### src/rtl/assert_macros.svh
// Assertion macros used by the top-level RTL file of the frame receiver.
`ifndef ASSERT_MACROS_SVH
`define ASSERT_MACROS_SVH

// Checked on every rising clock edge, suspended while reset is applied.
`define HSFR_ASSERT(lbl, prop, msg) \
  lbl: assert property (@(posedge clk_i) disable iff (!rst_ni) prop) else $error(msg);

// Checked on every rising clock edge, reset included.
`define HSFR_ASSERT_ALWAYS(lbl, prop, msg) \
  lbl: assert property (@(posedge clk_i) prop) else $error(msg);

`endif

### src/rtl/hsfr_pkg.sv
// Package of shared types and constants for the frame receiver.
`timescale 1ns / 1ps
`default_nettype none

package hsfr_pkg;

  localparam int unsigned FRAME_LEN_DEF = 8;

  typedef struct packed {
    logic wr_en;
    logic load_en;
  } hsfr_cmd_t;

  typedef struct packed {
    logic last_pos;
    logic last_rd;
  } hsfr_sts_t;

endpackage

`default_nettype wire

### src/rtl/hsfr_if.sv
// Stream interfaces for the input words and the result words of the frame receiver.
`timescale 1ns / 1ps
`default_nettype none

interface hsfr_in_if;
  logic       valid;
  logic       ready;
  logic       op;
  logic [7:0] rx_byte;

  modport source (output valid, output op, output rx_byte, input ready);
  modport sink (input valid, input op, input rx_byte, output ready);
endinterface

interface hsfr_out_if;
  logic       valid;
  logic       ready;
  logic [7:0] frame_byte;
  logic       last_byte;
  logic       crc_match;

  modport source (output valid, output frame_byte, output last_byte, output crc_match,
                  input ready);
  modport sink (input valid, input frame_byte, input last_byte, input crc_match,
                output ready);
endinterface

`default_nettype wire

### src/rtl/hsfr_ctrl.sv
// Controller state machine of the frame receiver: reception, hold and frame drain.
`timescale 1ns / 1ps
`default_nettype none

module hsfr_ctrl
  import hsfr_pkg::*;
(
  input  wire logic      clk_i,
  input  wire logic      rst_ni,
  input  wire logic      in_valid_i,
  input  wire logic      in_op_i,
  output logic           in_ready_o,
  output logic           out_valid_o,
  input  wire logic      out_ready_i,
  input  wire hsfr_sts_t sts_i,
  output hsfr_cmd_t      cmd_o
);

  typedef enum logic {
    ST_RECV,
    ST_DRAIN
  } state_e;

  state_e state_q;
  logic   held_q;
  logic   out_valid_q;
  logic   accept;

  assign in_ready_o    = (state_q == ST_RECV);
  assign accept        = in_valid_i && in_ready_o;
  assign cmd_o.wr_en   = accept && !in_op_i && !held_q;
  assign cmd_o.load_en = (state_q == ST_DRAIN) && (!out_valid_q || out_ready_i);
  assign out_valid_o   = out_valid_q;

  always_ff @(posedge clk_i or negedge rst_ni) begin
    if (!rst_ni) begin
      state_q     <= ST_RECV;
      held_q      <= 1'b0;
      out_valid_q <= 1'b0;
    end else begin
      case (state_q)
        ST_RECV: begin
          if (accept && in_op_i) begin
            held_q <= 1'b0;
          end
          if (cmd_o.wr_en && sts_i.last_pos) begin
            held_q  <= 1'b1;
            state_q <= ST_DRAIN;
          end
        end
        ST_DRAIN: begin
          if (cmd_o.load_en && sts_i.last_rd) begin
            state_q <= ST_RECV;
          end
        end
        default: begin
          state_q <= ST_RECV;
        end
      endcase
      if (cmd_o.load_en) begin
        out_valid_q <= 1'b1;
      end else if (out_ready_i) begin
        out_valid_q <= 1'b0;
      end
    end
  end

endmodule

`default_nettype wire

### src/rtl/hsfr_datapath.sv
// Datapath of the frame receiver: frame store, position counter, CRC and output register.
`timescale 1ns / 1ps
`default_nettype none

module hsfr_datapath
  import hsfr_pkg::*;
#(
  parameter int unsigned FRAME_LEN = FRAME_LEN_DEF
) (
  input  wire logic       clk_i,
  input  wire logic       rst_ni,
  input  wire hsfr_cmd_t  cmd_i,
  output hsfr_sts_t       sts_o,
  input  wire logic [7:0] rx_byte_i,
  output logic [7:0]      frame_byte_o,
  output logic            last_byte_o,
  output logic            crc_match_o
);

  localparam int unsigned PW        = $clog2(FRAME_LEN);
  localparam logic [7:0]  SYNC0     = 8'hFF;
  localparam logic [7:0]  SYNC1     = 8'hCC;
  localparam logic [15:0] CRC_POLY  = 16'h1021;
  localparam logic [PW-1:0] POS_ONE  = PW'(1);
  localparam logic [PW-1:0] POS_LAST = PW'(FRAME_LEN - 1);
  localparam logic [PW-1:0] POS_HI   = PW'(FRAME_LEN - 2);

  function automatic logic [15:0] crc_add(logic [15:0] crc, logic [7:0] b);
    logic [15:0] c;
    c = crc ^ {b, 8'h00};
    for (int k = 0; k < 8; k++) begin
      if (c[15]) begin
        c = {c[14:0], 1'b0} ^ CRC_POLY;
      end else begin
        c = {c[14:0], 1'b0};
      end
    end
    return c;
  endfunction

  logic [7:0]    store_q [FRAME_LEN];
  logic [PW-1:0] pos_q;
  logic [PW-1:0] rd_idx_q;
  logic [15:0]   crc_q;
  logic [7:0]    crc_hi_q;
  logic          match_q;
  logic [7:0]    out_byte_q;
  logic          out_last_q;
  logic          out_match_q;

  assign sts_o.last_pos = (pos_q == POS_LAST);
  assign sts_o.last_rd  = (rd_idx_q == POS_LAST);
  assign frame_byte_o   = out_byte_q;
  assign last_byte_o    = out_last_q;
  assign crc_match_o    = out_match_q;

  always_ff @(posedge clk_i or negedge rst_ni) begin
    if (!rst_ni) begin
      pos_q    <= '0;
      rd_idx_q <= '0;
      crc_q    <= '0;
    end else begin
      if (cmd_i.wr_en) begin
        if (pos_q == '0) begin
          crc_q <= '0;
          pos_q <= (rx_byte_i == SYNC0) ? POS_ONE : '0;
        end else if (pos_q == POS_ONE) begin
          pos_q <= (rx_byte_i == SYNC1) ? PW'(2) : '0;
        end else begin
          if (pos_q < POS_HI) begin
            crc_q <= crc_add(crc_q, rx_byte_i);
          end
          if (pos_q == POS_LAST) begin
            pos_q <= '0;
          end else begin
            pos_q <= pos_q + POS_ONE;
          end
        end
      end
      if (cmd_i.load_en) begin
        rd_idx_q <= sts_o.last_rd ? '0 : rd_idx_q + POS_ONE;
      end
    end
  end

  always_ff @(posedge clk_i) begin
    if (cmd_i.wr_en) begin
      store_q[pos_q] <= rx_byte_i;
      if (pos_q == POS_HI) begin
        crc_hi_q <= rx_byte_i;
      end
      if (pos_q == POS_LAST) begin
        match_q <= ({crc_hi_q, rx_byte_i} == crc_q);
      end
    end
    if (cmd_i.load_en) begin
      out_byte_q  <= store_q[rd_idx_q];
      out_last_q  <= sts_o.last_rd;
      out_match_q <= sts_o.last_rd && match_q;
    end
  end

endmodule

`default_nettype wire

### src/rtl/header_sync_frame_receiver_crc_unit.sv
// Top level of the sync-header frame receiver with CRC-16/XMODEM check.
`timescale 1ns / 1ps
`default_nettype none
`include "assert_macros.svh"

// Receives bytes into frames of FRAME_LEN bytes that open with 0xFF, 0xCC and close with
// a big-endian CRC-16/XMODEM over the bytes between. Each input word is a byte or a release.
// The word carrying the final byte of a frame starts a drain of the frame store through
// the output register, one stored byte per cycle while the consumer does not stall the
// output. Input is not ready during the drain. After the drain the frame stays held:
// bytes are accepted and dropped until a release word arrives.

module header_sync_frame_receiver_crc_unit
  import hsfr_pkg::*;
#(
  parameter int unsigned FRAME_LEN = FRAME_LEN_DEF
) (
  input  wire logic   clk_i,
  input  wire logic   rst_ni,
  hsfr_in_if.sink     in_i,
  hsfr_out_if.source  out_o
);

  hsfr_cmd_t cmd;
  hsfr_sts_t sts;
  logic      in_ready;

  assign in_i.ready = in_ready;

  hsfr_ctrl u_ctrl (
    .clk_i       (clk_i),
    .rst_ni      (rst_ni),
    .in_valid_i  (in_i.valid),
    .in_op_i     (in_i.op),
    .in_ready_o  (in_ready),
    .out_valid_o (out_o.valid),
    .out_ready_i (out_o.ready),
    .sts_i       (sts),
    .cmd_o       (cmd)
  );

  hsfr_datapath #(
    .FRAME_LEN (FRAME_LEN)
  ) u_datapath (
    .clk_i        (clk_i),
    .rst_ni       (rst_ni),
    .cmd_i        (cmd),
    .sts_o        (sts),
    .rx_byte_i    (in_i.rx_byte),
    .frame_byte_o (out_o.frame_byte),
    .last_byte_o  (out_o.last_byte),
    .crc_match_o  (out_o.crc_match)
  );

  `HSFR_ASSERT(a_wr_needs_accept, cmd.wr_en |-> (in_i.valid && in_ready), "store write without accepted word")
  `HSFR_ASSERT(a_no_wr_during_load, cmd.wr_en |-> !cmd.load_en, "store written while draining")
  `HSFR_ASSERT(a_match_on_last, (out_o.valid && out_o.crc_match) |-> out_o.last_byte, "CRC flag off the last word")
  `HSFR_ASSERT_ALWAYS(a_no_load_in_recv, !(cmd.load_en && in_ready), "drain load while input ready")

endmodule

`default_nettype wire

### src/flat_wrapper.sv
// flat-port wrapper written by rule: the top's interface ports become plain ports
module header_sync_frame_receiver_crc_unit_flat import hsfr_pkg::*;
#(
  parameter int unsigned FRAME_LEN = FRAME_LEN_DEF
)
  (clk_i, rst_ni, in_i_valid, in_i_op, in_i_rx_byte, in_i_ready, out_o_valid, out_o_frame_byte, out_o_last_byte, out_o_crc_match, out_o_ready);
  hsfr_in_if in_i_i ();
  hsfr_out_if out_o_i ();
  input  wire logic clk_i;
  input  wire logic rst_ni;
  input wire logic [$bits(in_i_i.valid)-1:0] in_i_valid;
  input wire logic [$bits(in_i_i.op)-1:0] in_i_op;
  input wire logic [$bits(in_i_i.rx_byte)-1:0] in_i_rx_byte;
  output wire logic [$bits(in_i_i.ready)-1:0] in_i_ready;
  output wire logic [$bits(out_o_i.valid)-1:0] out_o_valid;
  output wire logic [$bits(out_o_i.frame_byte)-1:0] out_o_frame_byte;
  output wire logic [$bits(out_o_i.last_byte)-1:0] out_o_last_byte;
  output wire logic [$bits(out_o_i.crc_match)-1:0] out_o_crc_match;
  input wire logic [$bits(out_o_i.ready)-1:0] out_o_ready;
  assign in_i_i.valid = in_i_valid;
  assign in_i_i.op = in_i_op;
  assign in_i_i.rx_byte = in_i_rx_byte;
  assign in_i_ready = in_i_i.ready;
  assign out_o_valid = out_o_i.valid;
  assign out_o_frame_byte = out_o_i.frame_byte;
  assign out_o_last_byte = out_o_i.last_byte;
  assign out_o_crc_match = out_o_i.crc_match;
  assign out_o_i.ready = out_o_ready;
  header_sync_frame_receiver_crc_unit #(.FRAME_LEN(FRAME_LEN)) u_core (.clk_i(clk_i), .rst_ni(rst_ni), .in_i(in_i_i), .out_o(out_o_i));
endmodule
### config.mk
export PLATFORM = sky130hd
export DESIGN_NAME = header_sync_frame_receiver_crc_unit_flat
export DESIGN_NICKNAME = d
export VERILOG_FILES = /design/src/rtl/hsfr_pkg.sv /design/src/rtl/hsfr_if.sv /design/src/rtl/hsfr_ctrl.sv /design/src/rtl/hsfr_datapath.sv /design/src/rtl/header_sync_frame_receiver_crc_unit.sv /design/src/flat_wrapper.sv
export VERILOG_INCLUDE_DIRS = /design/src /design/src/rtl
export SDC_FILE = /design/constraint.sdc
export NUM_CORES = 1
export LEC_CHECK = 0
export BUFFER_PORTS_ARGS = -buffer_cell sky130_fd_sc_hd__buf_2
export CAP_MARGIN = 20
export CORE_ASPECT_RATIO = 1.25
export CORE_MARGIN = 2
export CORE_UTILIZATION = 40
export CTS_CLUSTER_DIAMETER = 200
export DETAILED_ROUTE_END_ITERATION = 6
export RECOVER_POWER = 25
export SETUP_SLACK_MARGIN = 0.02
export SLEW_MARGIN = 20
export SYNTH_ARGS = -nofsm -noshare
export SYNTH_HDL_FRONTEND = slang
export SYNTH_SLANG_ARGS = --single-unit
### constraint.sdc
create_clock -name clk_i -period 2.46 [get_ports clk_i]
set_clock_uncertainty 0.15 [all_clocks]
set_input_delay 0.123 -clock clk_i [delete_from_list [all_inputs] [get_ports clk_i]]
set_output_delay 0.123 -clock clk_i [all_outputs]
set_load 0.02 [all_outputs]
==> flow_metrics.env <==
export IMPL_die_h_um=126
export IMPL_min_from="in_i_rx_byte[0]"
export IMPL_r2r_start="u_core.u_ctrl.state_q$_DFF_PN0_"
export IMPL_startpoint="u_core.u_ctrl.state_q$_DFF_PN0_"
export IMPL_critPathSlowestCell="or4b_1"
export IMPL_max_slew_margin=0.480
export IMPL_gp_congestion=0.707
export IMPL_n_antenna_cell=0
export IMPL_dp_hpwl_mm=5.48
export IMPL_grt_overflow=0
export IMPL_wire_per_inst_um=17.2
export IMPL_syn2layout_area_growth_pct=15.0
export IMPL_path_cells="or4b_1 > nor3_1 > buf_4"
export IMPL_io_pins=25
export IMPL_worstSetupPathType="reg -> reg"
export IMPL_r2r_end="u_core.u_datapath.store_q[4][4]$_DFFE_PP_"
export IMPL_async_flop_share=0.231
export IMPL_grt_setup_unrepaired="no"
export IMPL_antenna_found_initial=0
export IMPL_setup_tns_ns=0
export IMPL_max_cap_viol_count=0
export IMPL_synth_top_area_frac=0.524
export IMPL_tritoncts="built"
export IMPL_synth_edf_count=83
export IMPL_synth_top_family_by_area="XOR/XNOR gates"
export IMPL_netlist_instances=265
export IMPL_ys_seq_elements=108
export IMPL_tightest_slew_ns=0.781
export IMPL_port_buffers=24
export IMPL_drt_first_pass_iters=4
export IMPL_max_clock_freq_mhz=485
export IMPL_synth_mux_area_frac=0.102
export IMPL_clk_path_buf_depth=2
export IMPL_clkLatencyLatePin_ns=0.34
export IMPL_r2r_slack_ns=0.40
export IMPL_synth_area_leaders="edfxtp_1 (52%), dfrtp_1 (13%), mux4_2 (7.6%), xnor2_1 (4.4%), xnor3_1 (3.8%)"
export IMPL_cp_arrival_ns=1.96
export IMPL_synth_warnings=0
export IMPL_place_ws_ns=0.402
export IMPL_path_buf_inv=1
export IMPL_final_common_cell="edfxtp_1"
export IMPL_num_vias=2365
export IMPL_hold_end="u_core.u_datapath.crc_hi_q[0]$_DFFE_PP_"
export IMPL_synth_top_area_cell="edfxtp_1"
export IMPL_power_density_nw_per_um2=1110
export IMPL_synth_fp_nets=285
export IMPL_rows=44
export IMPL_critPathCaptureType="register"
export IMPL_setup_violations=0
export IMPL_synthXorXnorAreaFrac=0.105
export IMPL_h_tree_depth=3
export IMPL_period_needed_ns=2.06
export IMPL_syn_cell_area_um2=4750
export IMPL_cts_root_buf="clkbuf_16"
export IMPL_route_detailed_drc=0
export IMPL_grt_max_degree=26
export IMPL_mostFrequentLayoutCells="edfxtp_1 (83), dfrtp_1 (25), xnor2_1 (24)"
export IMPL_drt_total_wl_mm=8.18
export IMPL_core_area_um2=11600
export IMPL_grt_pass1_vias=2565
export IMPL_synthFlopType="edfxtp_1"
export IMPL_ant_nets=0
export IMPL_outcome="finished clean"
export IMPL_syn_area_per_cell_um2=17.9
export IMPL_max_stage_delay_ns=0.72
export IMPL_initial_core_util=0.409
export IMPL_grt_pass1_wl_mm=13.6
export IMPL_irDropWorstVdd_uv=524
export IMPL_cts_resized=0
export IMPL_grt_use_total=0.142
export IMPL_report_final_slew_viol_count=0
export IMPL_path_delay_family="simple AND/OR/NAND/NOR gates"
export IMPL_fin_crit_sh=0.838
export IMPL_synthSimpleGateAreaFrac=0.0524
export IMPL_synthAdderAreaFrac=0.0184
export IMPL_finalHoldViolCount=0
export IMPL_fin_nets=329
export IMPL_reg2regPathDepth=3
export IMPL_hold_path_depth=1
export IMPL_drt_initial_drc_count=142
export IMPL_synth_compound_area_frac=0.0524
export IMPL_place_area_um2=5110
export IMPL_hold_class="in -> reg"
export IMPL_critical_path_required_ns=2.36
export IMPL_path_max_fanout=8
export IMPL_cts_buffers=9
export IMPL_hold_ws_ns=0.174
export IMPL_fin_area_um2=5470
export IMPL_yosysUniqueCellTypes=44
export IMPL_avgViaCountPerCell=4.98
export IMPL_ys_seq_area_frac=0.656
export IMPL_die_w_um=102
export IMPL_drive_above_1_share=0.274
export IMPL_path_clk_slew_ns=0.08
export IMPL_design_die_area_um2=12800
export IMPL_cp_start_kind="register"
export IMPL_cts_sinks=108
export IMPL_layout_setup_ws_ns=0.397
export IMPL_leakagePower_uw=0.00198
## report_power, final
part	internal [uW]	switching (uW)
logic	1140	876
registers	2320	332
clock network	714	683
total	4170	1890
## final cells by class
cell class	count	area (um^2)
Inverter	5	18.8
Tap cell	161	201
Sequential cell	108	3120
Fill cell	990	6150
Timing Repair Buffer	42	263
Clock buffer	9	225
Clock inverter	7	67.6
Multi-Input combinational cell	143	1570
## what timing repair did
action | in CTS | in global routing
endpoints found under the hold margin | 44 | 0
endpoints found under the setup margin | 0 | 0
hold buffers | 7 | 0
buffers inserted | 0 | 0
## routing by layer
| metal | global-route usage | up-vias | routed length [um] |
|---|---|---|---|
| met5 | 0 | - | 0 |
| li1 | - | 1117 | - |
| met3 | 0.0283 | 11 | 146 |
| met2 | 0.240 | 32 | 4360 |
| met1 | 0.178 | 1205 | 3510 |
| met4 | 0.0572 | 0 | 157 |
## worst max path at each step
| stage | endpoint | slack, ns | depth (start not counted) |
|---|---|---|---|
| 3_3_place_gp | u_core.u_datapath.store_q[4][3]$_DFFE_PP_ | 0.40 | 3 |
| 2_1_floorplan | u_core.u_datapath.store_q[2][0]$_DFFE_PP_ | 0.19 | 3 |
| 6_report | u_core.u_datapath.store_q[4][4]$_DFFE_PP_ | 0.40 | 3 |
| 5_1_grt | u_core.u_datapath.crc_q[1]$_DFFE_PN0P_ | 0.26 | 5 |
| 4_1_cts | u_core.u_datapath.store_q[4][4]$_DFFE_PP_ | 0.39 | 3 |
| 3_5_place_dp | u_core.u_datapath.store_q[4][3]$_DFFE_PP_ | 0.40 | 3 |
## sequential cells by signal, indices dropped and copies added, names as in the netlist
register	flops
u_core.u_datapath.crc_match_o	1
u_core.u_datapath.last_byte_o	1
u_core.u_datapath.crc_q	16
u_core.u_ctrl.out_valid_o	1
u_core.u_datapath.store_q	64
u_core.u_datapath.pos_q	3
u_core.u_datapath.rd_idx_q	3
u_core.u_ctrl.held_q	1
u_core.u_datapath.match_q	1
u_core.u_datapath.frame_byte_o	8
u_core.u_datapath.crc_hi_q	8
u_core.u_ctrl.state_q	1
## cell usage after synthesis, types with 5 or more instances
master and number:
mux4_2 16, o2bb2ai_1 6, mux2_2 11, dfrtp_1 25
nor2_1 9, xnor2_1 24, a22o_2 5, xnor3_1 8
ha_1 7, inv_1 5, edfxtp_1 83, a22o_1 5
## metrics by stage
step                      total power [uW]  std cells  utilization
after floorplan                       4290        265            -
after global placement                4680        452        0.440
after detailed placement              4720        452        0.440
after CTS                             6150        475        0.472
after global routing                  6420        475        0.471
final                                 6060        475        0.471
## worst reg2reg max path, cell delays in order, from the launching register on
cell and delay (ns):
dfrtp_1 0.45, or4b_1 0.72, nor3_1 0.25, buf_4 0.21
## cell families after synthesis
family,Yosys count
and+or+nand+nor,41
DFF,108
adders and majority gates,7
AOI/OAI and AO/OA,28
buffers and inverters,14
muxes,27
xor gates and xnor gates,40
Note: power is estimated with default switching activity, not from simulation.
